File: config.mk
export PLATFORM = sky130hd
export DESIGN_NAME = ic_tail
export DESIGN_NICKNAME = d
export VERILOG_FILES = /design/src/sv/ic_pkg.sv /design/src/sv/ic_tail.sv
export SDC_FILE = /design/constraint.sdc
export NUM_CORES = 1
export LEC_CHECK = 0
export ABC_AREA = 1
export BUFFER_PORTS_ARGS = -buffer_cell sky130_fd_sc_hd__clkbuf_2
export CAP_MARGIN = 40
export CORE_ASPECT_RATIO = 0.75
export CORE_MARGIN = 3
export CORE_UTILIZATION = 55
export DETAILED_ROUTE_END_ITERATION = 6
export PLACE_DENSITY_LB_ADDON = 0.15
export SYNTH_ARGS = -nofsm -noshare
export SYNTH_HDL_FRONTEND = slang
export SYNTH_SLANG_ARGS = --single-unit
File: constraint.sdc
create_clock -name clk -period 4.1 [get_ports clk]
set_clock_uncertainty 0.1 [all_clocks]
set_input_delay 0.41 -clock clk [delete_from_list [all_inputs] [get_ports clk]]
set_output_delay 0.41 -clock clk [all_outputs]
set_load 0.02 [all_outputs]
File: src/sv/ic_pkg.sv
package ic_pkg;

	// Sequence capacity and key width
	localparam int MAX_ITEMS  = 1024;
	localparam int VALUE_BITS = 32;

	// Item index / per-item count width (holds MAX_ITEMS itself)
	localparam int CNT_W = $clog2(MAX_ITEMS + 1);

	// Result count width and saturation limit
	localparam int OUT_W = 19;
	localparam int TOT_W = OUT_W + 1;
	localparam logic [OUT_W-1:0] COUNT_MAX = {OUT_W{1'b1}};

	// Flipping the sign bit gives an unsigned key with the same ordering
	localparam logic [VALUE_BITS-1:0] KEY_FLIP = {1'b1, {(VALUE_BITS-1){1'b0}}};

	typedef struct packed {
		logic signed [31:0] value;
		logic               is_last;
	} ic_req_t;

	typedef struct packed {
		logic [OUT_W-1:0] inversion_count;
		logic             overflow;
	} ic_rsp_t;

	// Item travelling down the row of cells
	typedef struct packed {
		logic                  vld;
		logic [VALUE_BITS-1:0] key;
		logic [CNT_W-1:0]      idx;
		logic [CNT_W-1:0]      gt;
		logic                  last;
		logic                  drop;
	} ic_item_t;

endpackage

File: src/sv/ic_tail.sv
module ic_tail
	import ic_pkg::*;
(
	input  logic     clk,
	input  logic     arst_n,
	input  logic     adv,
	input  ic_item_t item_in,
	output logic     result_valid,
	output ic_rsp_t  result
);

	logic [OUT_W-1:0] total_q;
	logic             ovf_q;
	logic             out_valid_q;
	ic_rsp_t          out_q;
	logic [TOT_W-1:0] sum;
	logic [OUT_W-1:0] sat;
	logic             take;

	assign take = adv && item_in.vld;

	// Running total with saturation
	always_comb begin
		sum = TOT_W'(total_q) + TOT_W'(item_in.gt);
		sat = (sum > TOT_W'(COUNT_MAX)) ? COUNT_MAX : sum[OUT_W-1:0];
	end

	// Accumulator; cleared by the last item of a sequence
	always_ff @(posedge clk or negedge arst_n) begin
		if (!arst_n) begin
			total_q <= '0;
			ovf_q   <= 1'b0;
		end else if (take) begin
			if (item_in.last) begin
				total_q <= '0;
				ovf_q   <= 1'b0;
			end else begin
				total_q <= sat;
				ovf_q   <= ovf_q | item_in.drop;
			end
		end
	end

	// Output register valid
	always_ff @(posedge clk or negedge arst_n) begin
		if (!arst_n) begin
			out_valid_q <= 1'b0;
		end else if (adv) begin
			out_valid_q <= take && item_in.last;
		end
	end

	// Output register payload
	always_ff @(posedge clk) begin
		if (take && item_in.last) begin
			out_q.inversion_count <= sat;
			out_q.overflow        <= ovf_q | item_in.drop;
		end
	end

	assign result_valid = out_valid_q;
	assign result       = out_q;

endmodule

# After elaboration in Yosys (flattened, before gate mapping)
# Index checks and enable logic that the tools add are counted.
# word_totals
input_bits,60
word_cells,13
out_inout_bits,21
register_bits,41
# classes
mux,3
reduce_logical,2
n_addsub,1
bitwise,1
n_lt_le_gt_ge,1
# ops
op,n
19-bit 2-to-1 mux,2
19-bit by 11-bit adder with 20-bit output,1
20-bit by 19-bit > comparator with 1-bit output (second input constant),1
1-bit logical AND,2
1-bit 2-to-1 mux,1
1-bit OR,1

# Longest topological paths before layout
# Gate-level depths: netlist (run 1).
# depth
word_depth,4
mapped_depth,15

# Worst setup path after synthesis (run 1)
# OpenSTA, ideal clock, no wires.
# synth_timing
path_type,in2reg
from,input adv
to,"register out_q (netlist bit result[0]), enable pin"
setup_ns,0.397
arrival_time_ns,1.565
slack_ns,2.039
required_ns,3.603
path_stages,3
path_cell_list,nand2_1 clkbuf_1 nor2_1
# synth_via
elab_chain_len,2
# synth_rtl
item,line_no,rtl
"start, declared",ic_tail.sv:6,"input logic adv,"
1-bit logical AND,ic_tail.sv:20,assign take = adv && item_in.vld;
1-bit logical AND,ic_tail.sv:55,if (take && item_in.last) begin
"end, declared",ic_tail.sv:15,ic_rsp_t out_q;
# No other way between the ends.
# A chain may end at the register's enable or synchronous reset.

# Worst setup path after layout (run 1)
# layout_timing
from,register total_q[6]
to,register total_q[14]
# layout_via
elab_chain_len,4
# layout_rtl
item,line_no,rtl
"start, declared",ic_tail.sv:12,logic [OUT_W-1:0] total_q;
"start signal, assigned",ic_tail.sv:38,total_q <= sat;
19-bit by 11-bit adder with 20-bit output (*),ic_tail.sv:24,sum = TOT_W'(total_q) + TOT_W'(item_in.gt);
20-bit by 19-bit > comparator with 1-bit output,ic_tail.sv:25,sat = (sum > TOT_W'(COUNT_MAX)) ? COUNT_MAX : sum[OUT_W-1:0];
19-bit 2-to-1 mux (*),ic_tail.sv:25,
via sat[14],ic_tail.sv:17,logic [OUT_W-1:0] sat;
19-bit 2-to-1 mux (*),ic_tail.sv:34,if (item_in.last) begin
# The timed path passes the listed nets; every way through them passes the cells marked *.

==> impl_results.md, run 1 <==
* TNS Setup at 0 ps
* Adder-Cell Fraction of Synth Area at 0.06412
* Required time at the worst-slack endpoint at 4170 ps
* Routability cong. at 0.9021
* Power per standard cell area at 481.9 mW/mm2
* Max-slew violation count at 0
* Port Buffers at 37
* Cell types with the largest area share after synthesis: edfxtp_1 24%, dfrtp_1 21%, nand2_1 18%, inv_1 6.0%, ha_1 5.6%
* Total via count in the routed design at 1970
* Horizontal die dimension at 83.20 um
* DRT Pass-1 Iters at 6
* Via count normalized by instance count at 4.950
* Fraction of the mapped netlist area in simple logic gates at 0.3435
* Dominant combinational cell family by area after synthesis: simple AND/OR/NAND/NOR gates
* Drt total wl at 4.841 mm
* Final non-filler cell total at 398
* Yosys Warn Count at 0
* Crit path kind: flop to flop
* Total CTS buffers at 5
* Synthesized netlist cell count at 301
* Post-Syn Nets at 373
* Kind of cell adding the most delay to the critical path: simple AND/OR/NAND/NOR gates
* XOR/XNOR Fraction of Synth Area at 0.02137
* Delay of the slowest cell on the worst path at 390 ps
* Cell mode on critical path: nand2_1
* Sequential-to-total area share from yosys stat at 0.4580
* Maximum vdd drop at 0.2909 mV
* Cts repair resizes at 0
* Final critical-path required period at 2203 ps
* Worst slew margin relative to its limit at 0.4503
* Number of placed instances with taps included at 390
* Final net count at 414
* I/O pin total at 81
* Remaining design rule violation count at 0
* Worst-skew pair later-pin latency at 280 ps
* Max stage delay cell, worst path: dfrtp_1
* Clock slew at the register clock pins of the worst setup and hold paths at 80 ps
* Reg-to-reg slack, setup at 1900 ps
* # setup viols final at 0
* Static Leakage at 1.470 nW
* FILL cells at 376
* Floorplan die area at 0.005316 mm2
* Max-cap check violation count at 0
* Slew at the pin closest to its max-slew limit at 823.6 ps
* Yosys cell types at 28
* Clock Sinks at 41
* Worst endpoint data arrival time at 2270 ps
* Area of all sequential standard cells at 0.001126 mm2
* Post-CTS setup buffer count at 0
* Largest net degree at the start of global routing at 22
* FF-to-FF path depth at 11
* Starting density of the core at 0.5883
* Diode insertion count for antenna repair at 0
* Design Power at 1.347 mW
* Worst Hold Slack at 7.430 ps
* HP Class: input port to async pin
* Mean instance size in the synthesized netlist at 8.168 um2
* Startpoint type of the worst setup path: flop
* Area used by multi-input combinational logic at 0.001150 mm2
* Syn Std Cell Area at 0.002459 mm2
* DRC violation total after the first TritonRoute iteration at 136
* Buffers and inverters on the worst path at 0
* Antenna Violating Nets Remaining at 0
* Setup repair after global routing missed its margin: false
* Portion of netlist area occupied by mux cells at 0
* Buffer depth of the longest clock path at 2
* H-tree depth at 2
* Cell-by-cell listing of the critical path: ha_1 > nand2_1 > nand2_1 > a21oi_2 > nand2_2 > nand2_2 > nand2_4 > nand2_4 > nand3_1 > nand2_1 > o21ai_0
* Outcome: completed
* Start of the worst register-to-register path: total_q[6]$_DFFE_PN0P_
* Synthesis-to-finish area growth at 13.69%
* Total count of hold-check failures in the final report at 0
* Share of post-route cells with drive strength above 1 at 0.1924
* Core Footprint at 0.004179 mm2
* Cell type with the highest aggregate area in the netlist: edfxtp_1
* Post-detail-place hpwl at 3.639 mm
* Fraction of post-synthesis cell area in the top cell type by area at 0.2443
* Wire length per cell after detailed routing at 12.16 um
* Number of antenna violations at the first check in global routing at 0
* Highest net fanout along the worst path at 18
* Kind of capture point of the worst setup path: flop
* Total Routing Usage GR at 0.2031
* Capturing point of the worst reg2reg path: total_q[14]$_DFFE_PN0P_
* Root Driver: clkbuf_8
* Floorplan die height at 63.90 um
* Maximum clock frequency at 0.4540 GHz
* Count of state elements after synthesis at 41
* Hold bufs inserted after CTS at 0
* Standard-cell row count at 20
* Final clock period utilization by the worst path at 0.5372
* Share of the core filled with cells in the final layout at 0.6689
* Via count of the first global-routing pass at 1862
* CTS tree: yes
* First-pass GRT wire length at 8.597 mm
* Synthesized-area fraction occupied by ao, oa, aoi and oai cells at 0.03766
* Total congestion overflow at 0
[metrics by stage]
step                cell area, um2  worst slack [ps]
floorplan                     2459              2039
global placement              2688              1774
detailed placement            2688              1761
CTS                           2795              1873
global route                  2795              1687
finish                        2795              1897
[placed cells by master (no fill, tap or decap), drive strengths merged]
cell / n
nand2: 130
clkbuf: 43
inv: 40
nand3: 24
dfrtp: 21
edfxtp: 20
nor2: 16
ha: 11
o21ai: 8
a21oi: 7
xnor2: 6
nor3: 3
nand4: 3
nand3b: 3
and2: 1
or2: 1
o211ai: 1
o22ai: 1
fa: 1
clkinv: 1
bufinv: 1
buf: 1
[logic make-up (layout without fill, tap and decap cells)]
logic type,Yosys count,count (layout)
AND/OR/NAND/NOR,181,181
buffers and inverters,44,86
flip-flops,41,41
AO/OA/AOI/OAI,17,17
XOR/XNOR,6,6
adder cells (fa/ha/maj),12,12
[how the worst max path moves through the flow]
stage | cells past startpoint | end | from | slack [ps]
4_1_cts | 11 | total_q[14]$_DFFE_PN0P_ | total_q[6]$_DFFE_PN0P_ | 1870
3_5_place_dp | 12 | total_q[14]$_DFFE_PN0P_ | item_in[6] | 1760
5_1_grt | 15 | total_q[12]$_DFFE_PN0P_ | total_q[0]$_DFFE_PN0P_ | 1690
2_1_floorplan | 3 | result[0]$_DFFE_PP_ | adv | 2040
3_3_place_gp | 10 | result[3]$_DFFE_PP_ | item_in[4] | 1770
6_report | 11 | total_q[14]$_DFFE_PN0P_ | total_q[6]$_DFFE_PN0P_ | 1900
[Yosys cell counts]
cell type,count
a21oi_2,1
dfrtp_1,21
nand2_2,3
nand3_2,1
ha_1,11
inv_2,1
nand3b_1,3
o211ai_1,1
or2_1,1
buf_12,1
o21ai_0,7
buf_4,1
nor3_1,3
nor2_2,2
xnor2_1,6
fa_1,1
edfxtp_1,20
nand4_1,3
nand2_4,12
inv_1,39
o22ai_1,1
o21ai_1,1
nor2_1,14
clkbuf_1,2
and2_1,1
nand2_1,115
a21oi_1,6
nand3_1,23
[flip-flops by register name (all words and copies together) (netlist names)]
register,count
result_valid,1
total_q,19
result,20
ovf_q,1
[cell type report]
class,instances,share of cell area
flip-flops and latches,41,0.4029
multi-input cells,216,0.4114
clock buffers,6,0.02596
well taps,55,0.02462
inverters,40,0.05372
repair buffers,38,0.06893
clock inverters,2,0.01253
[report_power, final]
part / switching (mW) / internal [mW] / total [mW] / leakage [nW]
clock network: 0.133 / 0.181 / 0.314 / 0.0552
registers: 0.0305 / 0.505 / 0.535 / 0.462
logic: 0.310 / 0.188 / 0.498 / 0.953
total: 0.474 / 0.873 / 1.35 / 1.47
[per-layer routing]
metal / GRT usage / part of all wire / vias to the layer above
met3: 0.05412 / 0.050 / 4
met5: 0 / 0 / -
li1: - / - / 1039
met2: 0.3120 / 0.43 / 41
met1: 0.2926 / 0.51 / 886
met4: 0.03673 / 0.0060 / 0
Power figures use the tool's default switching activity.
==> run 2, diff against run 1 <==
CORE_UTILIZATION = 51   (was 55)
clock period = 2.1 ns   (was 4.1 ns; I/O delays follow)
==> run 2 against run 1 <==
  * Critical path depth is 1 lower
  * Core utilization is 0.19 points higher
  * Count of clock-buffer cells in the layout is 1 higher
  * First-iteration DRC count is 1.5% higher
  * Maximum frequency is 7.9% higher
  * Sequential power is 96% higher
  * Critical endpoint is now result[11]$_DFFE_PP_
  * Sequential share of layout area is 3.4 points lower
  * Combinational power is 130% higher
  * Via count is 2.9% higher
  * Clock power is 110% higher
==> impl_results.md, run 2 (synthesized netlist as in run 1, its figures left out) <==
* Outcome: completed
* Capturing point of the worst reg2reg path: result[11]$_DFFE_PP_
* Total via count in the routed design at 2027 (+2.9%)
* FF-to-FF path depth at 10 (-1)
* FILL cells at 380 (+1.1%)
* Via count of the first global-routing pass at 1917 (+3.0%)
* Post-placement cell area at 0.002763 mm2 (+2.8%)
* Worst slew margin relative to its limit at 0.6157 (+0.1654)
* Total count of hold-check failures in the final report at 0 (unchanged)
* Kind of capture point of the worst setup path: flop
* Delay of the slowest cell on the worst path at 410 ps (+20 ps)
* Remaining design rule violation count at 0 (unchanged)
* Wire length per cell after detailed routing at 12.61 um (+3.7%)
* Slew at the pin closest to its max-slew limit at 576.5 ps (-247.2 ps)
* Clock Sinks at 41 (unchanged)
* Antenna Violating Nets Remaining at 0 (unchanged)
* Number of antenna violations at the first check in global routing at 0 (unchanged)
* Routability cong. at 0.8781 (-2.7%)
* Max stage delay cell, worst path: fa_2
* DRC violation total after the first TritonRoute iteration at 138 (+1.5%)
* Startpoint type of the worst setup path: flop
* Maximum clock frequency at 0.4897 GHz (+7.9%)
* First-pass GRT wire length at 8.783 mm (+2.2%)
* Root Driver: clkbuf_8
* Power per standard cell area at 931.4 mW/mm2 (+93%)
* Buffer depth of the longest clock path at 2 (unchanged)
* I/O pin total at 81 (unchanged)
* End point of the most critical hold path: result_valid$_DFFE_PN0P_
* Max-cap check violation count at 0 (unchanged)
* Floorplan die area at 0.005699 mm2 (+7.2%)
* Instance count along the most critical hold path at 2
* Start of the worst register-to-register path: total_q[0]$_DFFE_PN0P_
* # setup viols final at 0 (unchanged)
* Reg-to-reg slack, setup at 60 ps (-1840 ps)
* Synthesis-to-finish area growth at 24.02%
* Horizontal die dimension at 86.18 um (+3.6%)
* Kind of cell adding the most delay to the critical path: simple AND/OR/NAND/NOR gates
* Final critical-path required period at 2042 ps (-160.5 ps)
* Post-layout instance area at 0.003049 mm2 (+9.1%)
* Starting density of the core at 0.5409 (-0.04745)
* Crit path kind: flop to flop
* DRT Pass-1 Iters at 4 (-2)
* Setup repair after global routing missed its margin: true
* Total congestion overflow at 0 (unchanged)
* Worst-skew pair later-pin latency at 290 ps (about the same)
* Core Footprint at 0.004546 mm2 (+8.8%)
* Beginning of the worst hold path: adv
* Clock slew at the register clock pins of the worst setup and hold paths at 80 ps (about the same)
* Final clock period utilization by the worst path at 0.9725 (+0.4352)
* Maximum vdd drop at 0.4948 mV (+70%)
* Drt total wl at 5.209 mm (+7.6%)
* Cell-by-cell listing of the critical path: ha_2 > inv_2 > fa_2 > nor2_4 > nand3_2 > or2_1 > nand3_1 > nand2_1 > nand2_2 > nand2_4
* Worst endpoint data arrival time at 1990 ps (-280 ps)
* Total Routing Usage GR at 0.1973 (-0.005818)
* CTS tree: yes
* Area used by multi-input combinational logic at 0.001280 mm2 (+11%)
* Required time at the worst-slack endpoint at 2050 ps (-2120 ps)
* Most frequent cells in the layout: 104 x nand2_1, 37 x inv_1, 37 x clkbuf_2, 21 x dfrtp_1, 20 x edfxtp_1
* Highest net fanout along the worst path at 2 (-16)
* Diode insertion count for antenna repair at 0 (unchanged)
* Largest net degree at the start of global routing at 22 (unchanged)
* Max-slew violation count at 0 (unchanged)
* Final non-filler cell total at 413 (+3.8%)
* Max reg flops at 20 (unchanged)
* Standard-cell row count at 21 (+5.0%)
* Port Buffers at 37 (unchanged)
* Final net count at 427 (+3.1%)
* Area of all sequential standard cells at 0.001126 mm2 (unchanged)
* Buffers and inverters on the worst path at 1 (+1)
* Floorplan die height at 66.13 um (+3.5%)
* Total CTS buffers at 5 (unchanged)
* Number of placed instances with taps included at 400 (+2.6%)
* Commonest non-fill, non-tap cell in the layout: nand2_1
* Static Leakage at 1.551 nW (+5.5%)
* Post-detail-place hpwl at 3.870 mm (+6.4%)
* Share of post-route cells with drive strength above 1 at 0.3006 (+0.1081)
* H-tree depth at 2 (unchanged)
* Worst Hold Slack at 40.67 ps (+33.24 ps)
* HP Class: input port to flop
* Via count normalized by instance count at 4.908 (-0.84%)
run 2: cell count changes in the layout (fill, tap and decap cells not counted), sizes merged:
cell         change
buf             +12
clkbuf           +1
clkinv           -1
dlygate4sd3      +1
run 2: how the worst max path moves through the flow:
stage / from / end / slack [ps] / cells past startpoint
finish: total_q[0]$_DFFE_PN0P_ / result[11]$_DFFE_PP_ / 60 / 10
global placement: total_q[0]$_DFFE_PN0P_ / result[13]$_DFFE_PP_ / 10 / 13
floorplan: total_q[0]$_DFFE_PN0P_ / result[13]$_DFFE_PP_ / 180 / 13
global route: total_q[0]$_DFFE_PN0P_ / result[13]$_DFFE_PP_ / -40 / 13
detailed placement: total_q[0]$_DFFE_PN0P_ / result[19]$_DFFE_PP_ / -20 / 11
CTS: total_q[2]$_DFFE_PN0P_ / result[9]$_DFFE_PP_ / 40 / 10
run 2: repair_timing:
| action | 4_1_cts | 5_1_grt |
|---|---|---|
| gates resized for setup | 4 | 29 |
| gates cloned | 0 | 0 |
| pin swaps | 0 | 5 |
| setup buffers | 0 | 4 |
| hold endpoints to repair | 21 | 0 |
| hold buffers | 1 | 0 |
| endpoints found under the setup margin | 3 | 32 |
run 2: through the flow:
stage	setup TNS [ps]	worst slack, ps	total power [mW]	utilization
after floorplan	0	183.1	1.825	-
after global placement	0	11.43	2.044	0.6078
after detailed placement	-22.98	-22.98	2.063	0.6078
after CTS	0	40.26	2.734	0.6383
after global routing	-179.7	-37.57	3.041	0.6708
final	0	57.85	2.840	0.6708
run 2: area by class of cell:
| type | count | share of cell area |
|---|---|---|
| Multi-Input combinational cell | 216 | 0.4198 |
| Clock buffer | 7 | 0.02831 |
| Tap cell | 57 | 0.02339 |
| Timing Repair Buffer | 51 | 0.1001 |
| Inverter | 40 | 0.04924 |
| Clock inverter | 1 | 0.009848 |
| Sequential cell | 41 | 0.3693 |
run 2: worst reg2reg max path: cells and delay by family (launching register included):
kind / cells / cell delay, ps
fa+ha+maj: 2 / 600
flops: 1 / 360
buf+inv: 1 / 40
simple gates: 7 / 710
run 2: power by group:
part           leakage (nW)  switching, mW  total, mW  internal [mW]
Sequential            0.462         0.0655       1.05          0.985
Clock                0.0585          0.264      0.652          0.388
Combinational          1.03          0.663       1.14          0.474
Total                  1.55          0.993       2.84           1.85
run 2: routing by layer:
metal,vias up,wire length (um),global-route usage
li1,1067,-,-
met1,919,2672,0.2814
met2,37,2299,0.3067
met3,4,207,0.04234
met4,0,29,0.04864
met5,-,0,0
==> run 3, diff against run 2 <==
BUFFER_PORTS_ARGS = not set   (was -buffer_cell sky130_fd_sc_hd__clkbuf_2)
CORE_UTILIZATION = 66   (was 51)
CTS_BUF_LIST = sky130_fd_sc_hd__clkbuf_2   (was not set)
DONT_BUFFER_PORTS = 1   (was not set)
==> run 3 against run 2 <==
  * Die area decreased by 21%
  * Critical path depth increased by 3
  * Combinational power decreased by 6%
  * Power decreased by 12%
  * Count of clock-buffer cells in the layout decreased by 1
  * Hold slack got worse by 13 ps
  * Sequential power increased by 5%
  * Cell count decreased by 10%
  * Global-route usage increased by 5.1 points
  * Sequential share of layout area increased by 3.4 points
  * Routed wire length increased by 1.3%
  * Flip-flop and latch count unchanged
  * Critical path type unchanged
  * Largest cell class unchanged
  * Highest routed layer unchanged
==> impl_results.md, run 3 (synthesized netlist as in run 1, its figures left out) <==
* Drt total wl at 5.278 mm (+1.3%)
* First-pass GRT wire length at 8.611 mm (-2.0%)
* FF-to-FF path depth at 13 (+3)
* Setup repair after global routing missed its margin: true
* Outcome: completed
* Total Routing Usage GR at 0.2479 (+0.05061)
* Max reg flops at 20 (unchanged)
* Final net count at 392 (-8.2%)
* Routability cong. at 0.9138 (+4.1%)
* Total CTS buffers at 5 (unchanged)
* Worst endpoint data arrival time at 2130 ps (+140 ps)
* Worst slew margin relative to its limit at 0.6973 (+0.08163)
* Kind of cell adding the most delay to the critical path: simple AND/OR/NAND/NOR gates
* Clk network pwr share at 0.133 (-0.097)
* Worst Hold Slack at 27.28 ps (-13.38 ps)
* Reg-to-reg slack, setup at 40 ps (about the same)
* Most frequent cells in the layout: 113 x nand2_1, 39 x inv_1, 21 x dfrtp_1, 20 x nand3_1, 20 x edfxtp_1
* FILL cells at 229 (-40%)
* Combinational share of power at 0.428 (+0.028)
* Root Driver: clkbuf_2
* Total via count in the routed design at 1982 (-2.2%)
* Share of post-route cells with drive strength above 1 at 0.1745 (-0.1261)
* Instance count along the most critical hold path at 3 (+1)
* HP Class: input port to flop
* Clock Sinks at 41 (unchanged)
* Stages on the worst setup path at 13 (+3)
* Final clock period utilization by the worst path at 0.9792 (+0.006759)
* Max-cap check violation count at 0 (unchanged)
* Largest net degree at the start of global routing at 22 (unchanged)
* # setup viols final at 0 (unchanged)
* Post-detail-place hpwl at 3.742 mm (-3.3%)
* Slew at the pin closest to its max-slew limit at 452.5 ps (-123.9 ps)
* Horizontal die dimension at 76.48 um (-11%)
* Maximum vdd drop at 0.7834 mV (+58%)
* Antenna Violating Nets Remaining at 0 (unchanged)
* Floorplan die area at 0.004501 mm2 (-21%)
* Worst-skew pair later-pin latency at 400 ps (+110 ps)
* Highest net fanout along the worst path at 3 (+1)
* Number of antenna violations at the first check in global routing at 0 (unchanged)
* Beginning of the worst hold path: item_in[2]
* Via count normalized by instance count at 5.342 (+8.8%)
* I/O pin total at 81 (unchanged)
* Clock slew at the register clock pins of the worst setup and hold paths at 190 ps (+110 ps)
* Start of the worst register-to-register path: total_q[0]$_DFFE_PN0P_
* Psw at 982.9 uW (-1.0%)
* Kind of capture point of the worst setup path: flop
* Cell-by-cell listing of the critical path: ha_1 > inv_1 > fa_2 > inv_1 > nand3_1 > nand2_1 > nand2_1 > nand2_2 > nand2_1 > nand2_1 > nand2_1 > nand2_2 > nand2_4
* DRC violation total after the first TritonRoute iteration at 129 (-6.5%)
* Sequential power share at 0.439 (+0.069)
* Max stage delay cell, worst path: dfrtp_1
* Power per standard cell area at 895.7 mW/mm2 (-3.8%)
* Port Buffers at 0 (-100%)
* H-tree depth at 2 (unchanged)
* Sw Ratio at 0.3928 (+0.04317)
* Core Footprint at 0.003423 mm2 (-25%)
* Buffer depth of the longest clock path at 2 (unchanged)
* Delay of the slowest cell on the worst path at 390 ps (-20 ps)
* Share of the core filled with cells in the final layout at 0.8162 (+0.1454)
* Required time at the worst-slack endpoint at 2180 ps (+130 ps)
* Startpoint type of the worst setup path: flop
* Diode insertion count for antenna repair at 0 (unchanged)
* Starting density of the core at 0.7182 (+0.1773)
* Standard-cell row count at 18 (-14%)
* Capturing point of the worst reg2reg path: result[13]$_DFFE_PP_
* Maximum clock frequency at 0.4863 GHz (-0.69%)
* Via count of the first global-routing pass at 1920 (+0.16%)
* Cell mode on critical path: nand2_1
* Remaining design rule violation count at 0 (unchanged)
* Cell internal power dissipation at 1.520 mW (-18%)
* End point of the most critical hold path: result[1]$_DFFE_PP_
* Max-slew violation count at 0 (unchanged)
* Static Leakage at 1.374 nW (-11%)
* DRT Pass-1 Iters at 6 (+2)
* Floorplan die height at 58.86 um (-11%)
* Crit path kind: flop to flop
* Final critical-path required period at 2056 ps (+14.19 ps)
* Commonest non-fill, non-tap cell in the layout: nand2_1
* Wire length per cell after detailed routing at 14.23 um (+13%)
* Synthesis-to-finish area growth at 13.64%
* Total congestion overflow at 0 (unchanged)
* CTS tree: yes
* Buffers and inverters on the worst path at 2 (+1)
* Total count of hold-check failures in the final report at 0 (unchanged)
==> run 3: area by class of cell <==
| type | count | area, um2 | share of cell area |
|---|---|---|---|
| Multi-Input combinational cell | 216 | 1250 | 0.4474 |
| Sequential cell | 41 | 1126 | 0.4030 |
| Timing Repair Buffer | 16 | 165.2 | 0.05911 |
| Inverter | 40 | 150.1 | 0.05374 |
| Tap cell | 50 | 62.56 | 0.02239 |
| Clock buffer | 6 | 30.03 | 0.01075 |
| Clock inverter | 2 | 10.01 | 0.003583 |
==> run 3: worst register-to-register path, delay by kind of cell, from the launching register on <==
family / cells / cell delay, ps
buffers and inverters: 2 / 150
DFF: 1 / 390
adders and majority gates: 2 / 510
and+or+nand+nor: 9 / 690
==> run 3: power by group through the flow <==
stage	Combinational [mW]	Sequential, mW	Clock (mW)
after detailed placement	0.916	1.10	0
after global routing	1.20	1.11	0.375
after floorplan	0.741	1.08	0
after global placement	0.899	1.10	0
final	1.07	1.10	0.333
after CTS	0.945	1.08	0.333
==> run 3: what timing repair did <==
action / CTS / global route
endpoints found under the setup margin: 1 / 34
hold buffers: 5 / 0
setup buffers: 0 / 1
hold endpoints to repair: 32 / 0
resized for setup: 1 / 18
pin swaps: 0 / 1
==> run 3: worst max-delay path by stage <==
stage	slack, ps	to	startpoint
after CTS	7	result[11]$_DFFE_PP_	total_q[0]$_DFFE_PN0P_
after global placement	-7	result[13]$_DFFE_PP_	total_q[0]$_DFFE_PN0P_
final	40	result[13]$_DFFE_PP_	total_q[0]$_DFFE_PN0P_
after floorplan	180	result[13]$_DFFE_PP_	total_q[0]$_DFFE_PN0P_
after detailed placement	6	result[13]$_DFFE_PP_	total_q[0]$_DFFE_PN0P_
after global routing	-30	result[5]$_DFFE_PP_	total_q[4]$_DFFE_PN0P_
==> run 3: metrics by stage <==
step / power (mW) / setup WS (ps) / cells / area (um2) / setup TNS [ps]
2_1_floorplan: 1.825 / 183.1 / 301 / 2459 / 0
3_3_place_gp: 1.998 / -7.122 / 356 / 2569 / -7.122
3_5_place_dp: 2.019 / 6.361 / 356 / 2569 / 0
4_1_cts: 2.363 / 6.544 / 369 / 2661 / 0
5_1_grt: 2.682 / -29.91 / 371 / 2794 / -278.0
6_report: 2.502 / 43.65 / 371 / 2794 / 0
==> run 3: per-layer routing <==
layer  up-vias  share of wire  global-route usage
met5         -              0                   0
met4         0          0.013             0.09044
met3         9          0.057             0.05657
met2        63           0.46              0.3855
met1       914           0.47              0.3460
li1        996              -                   -
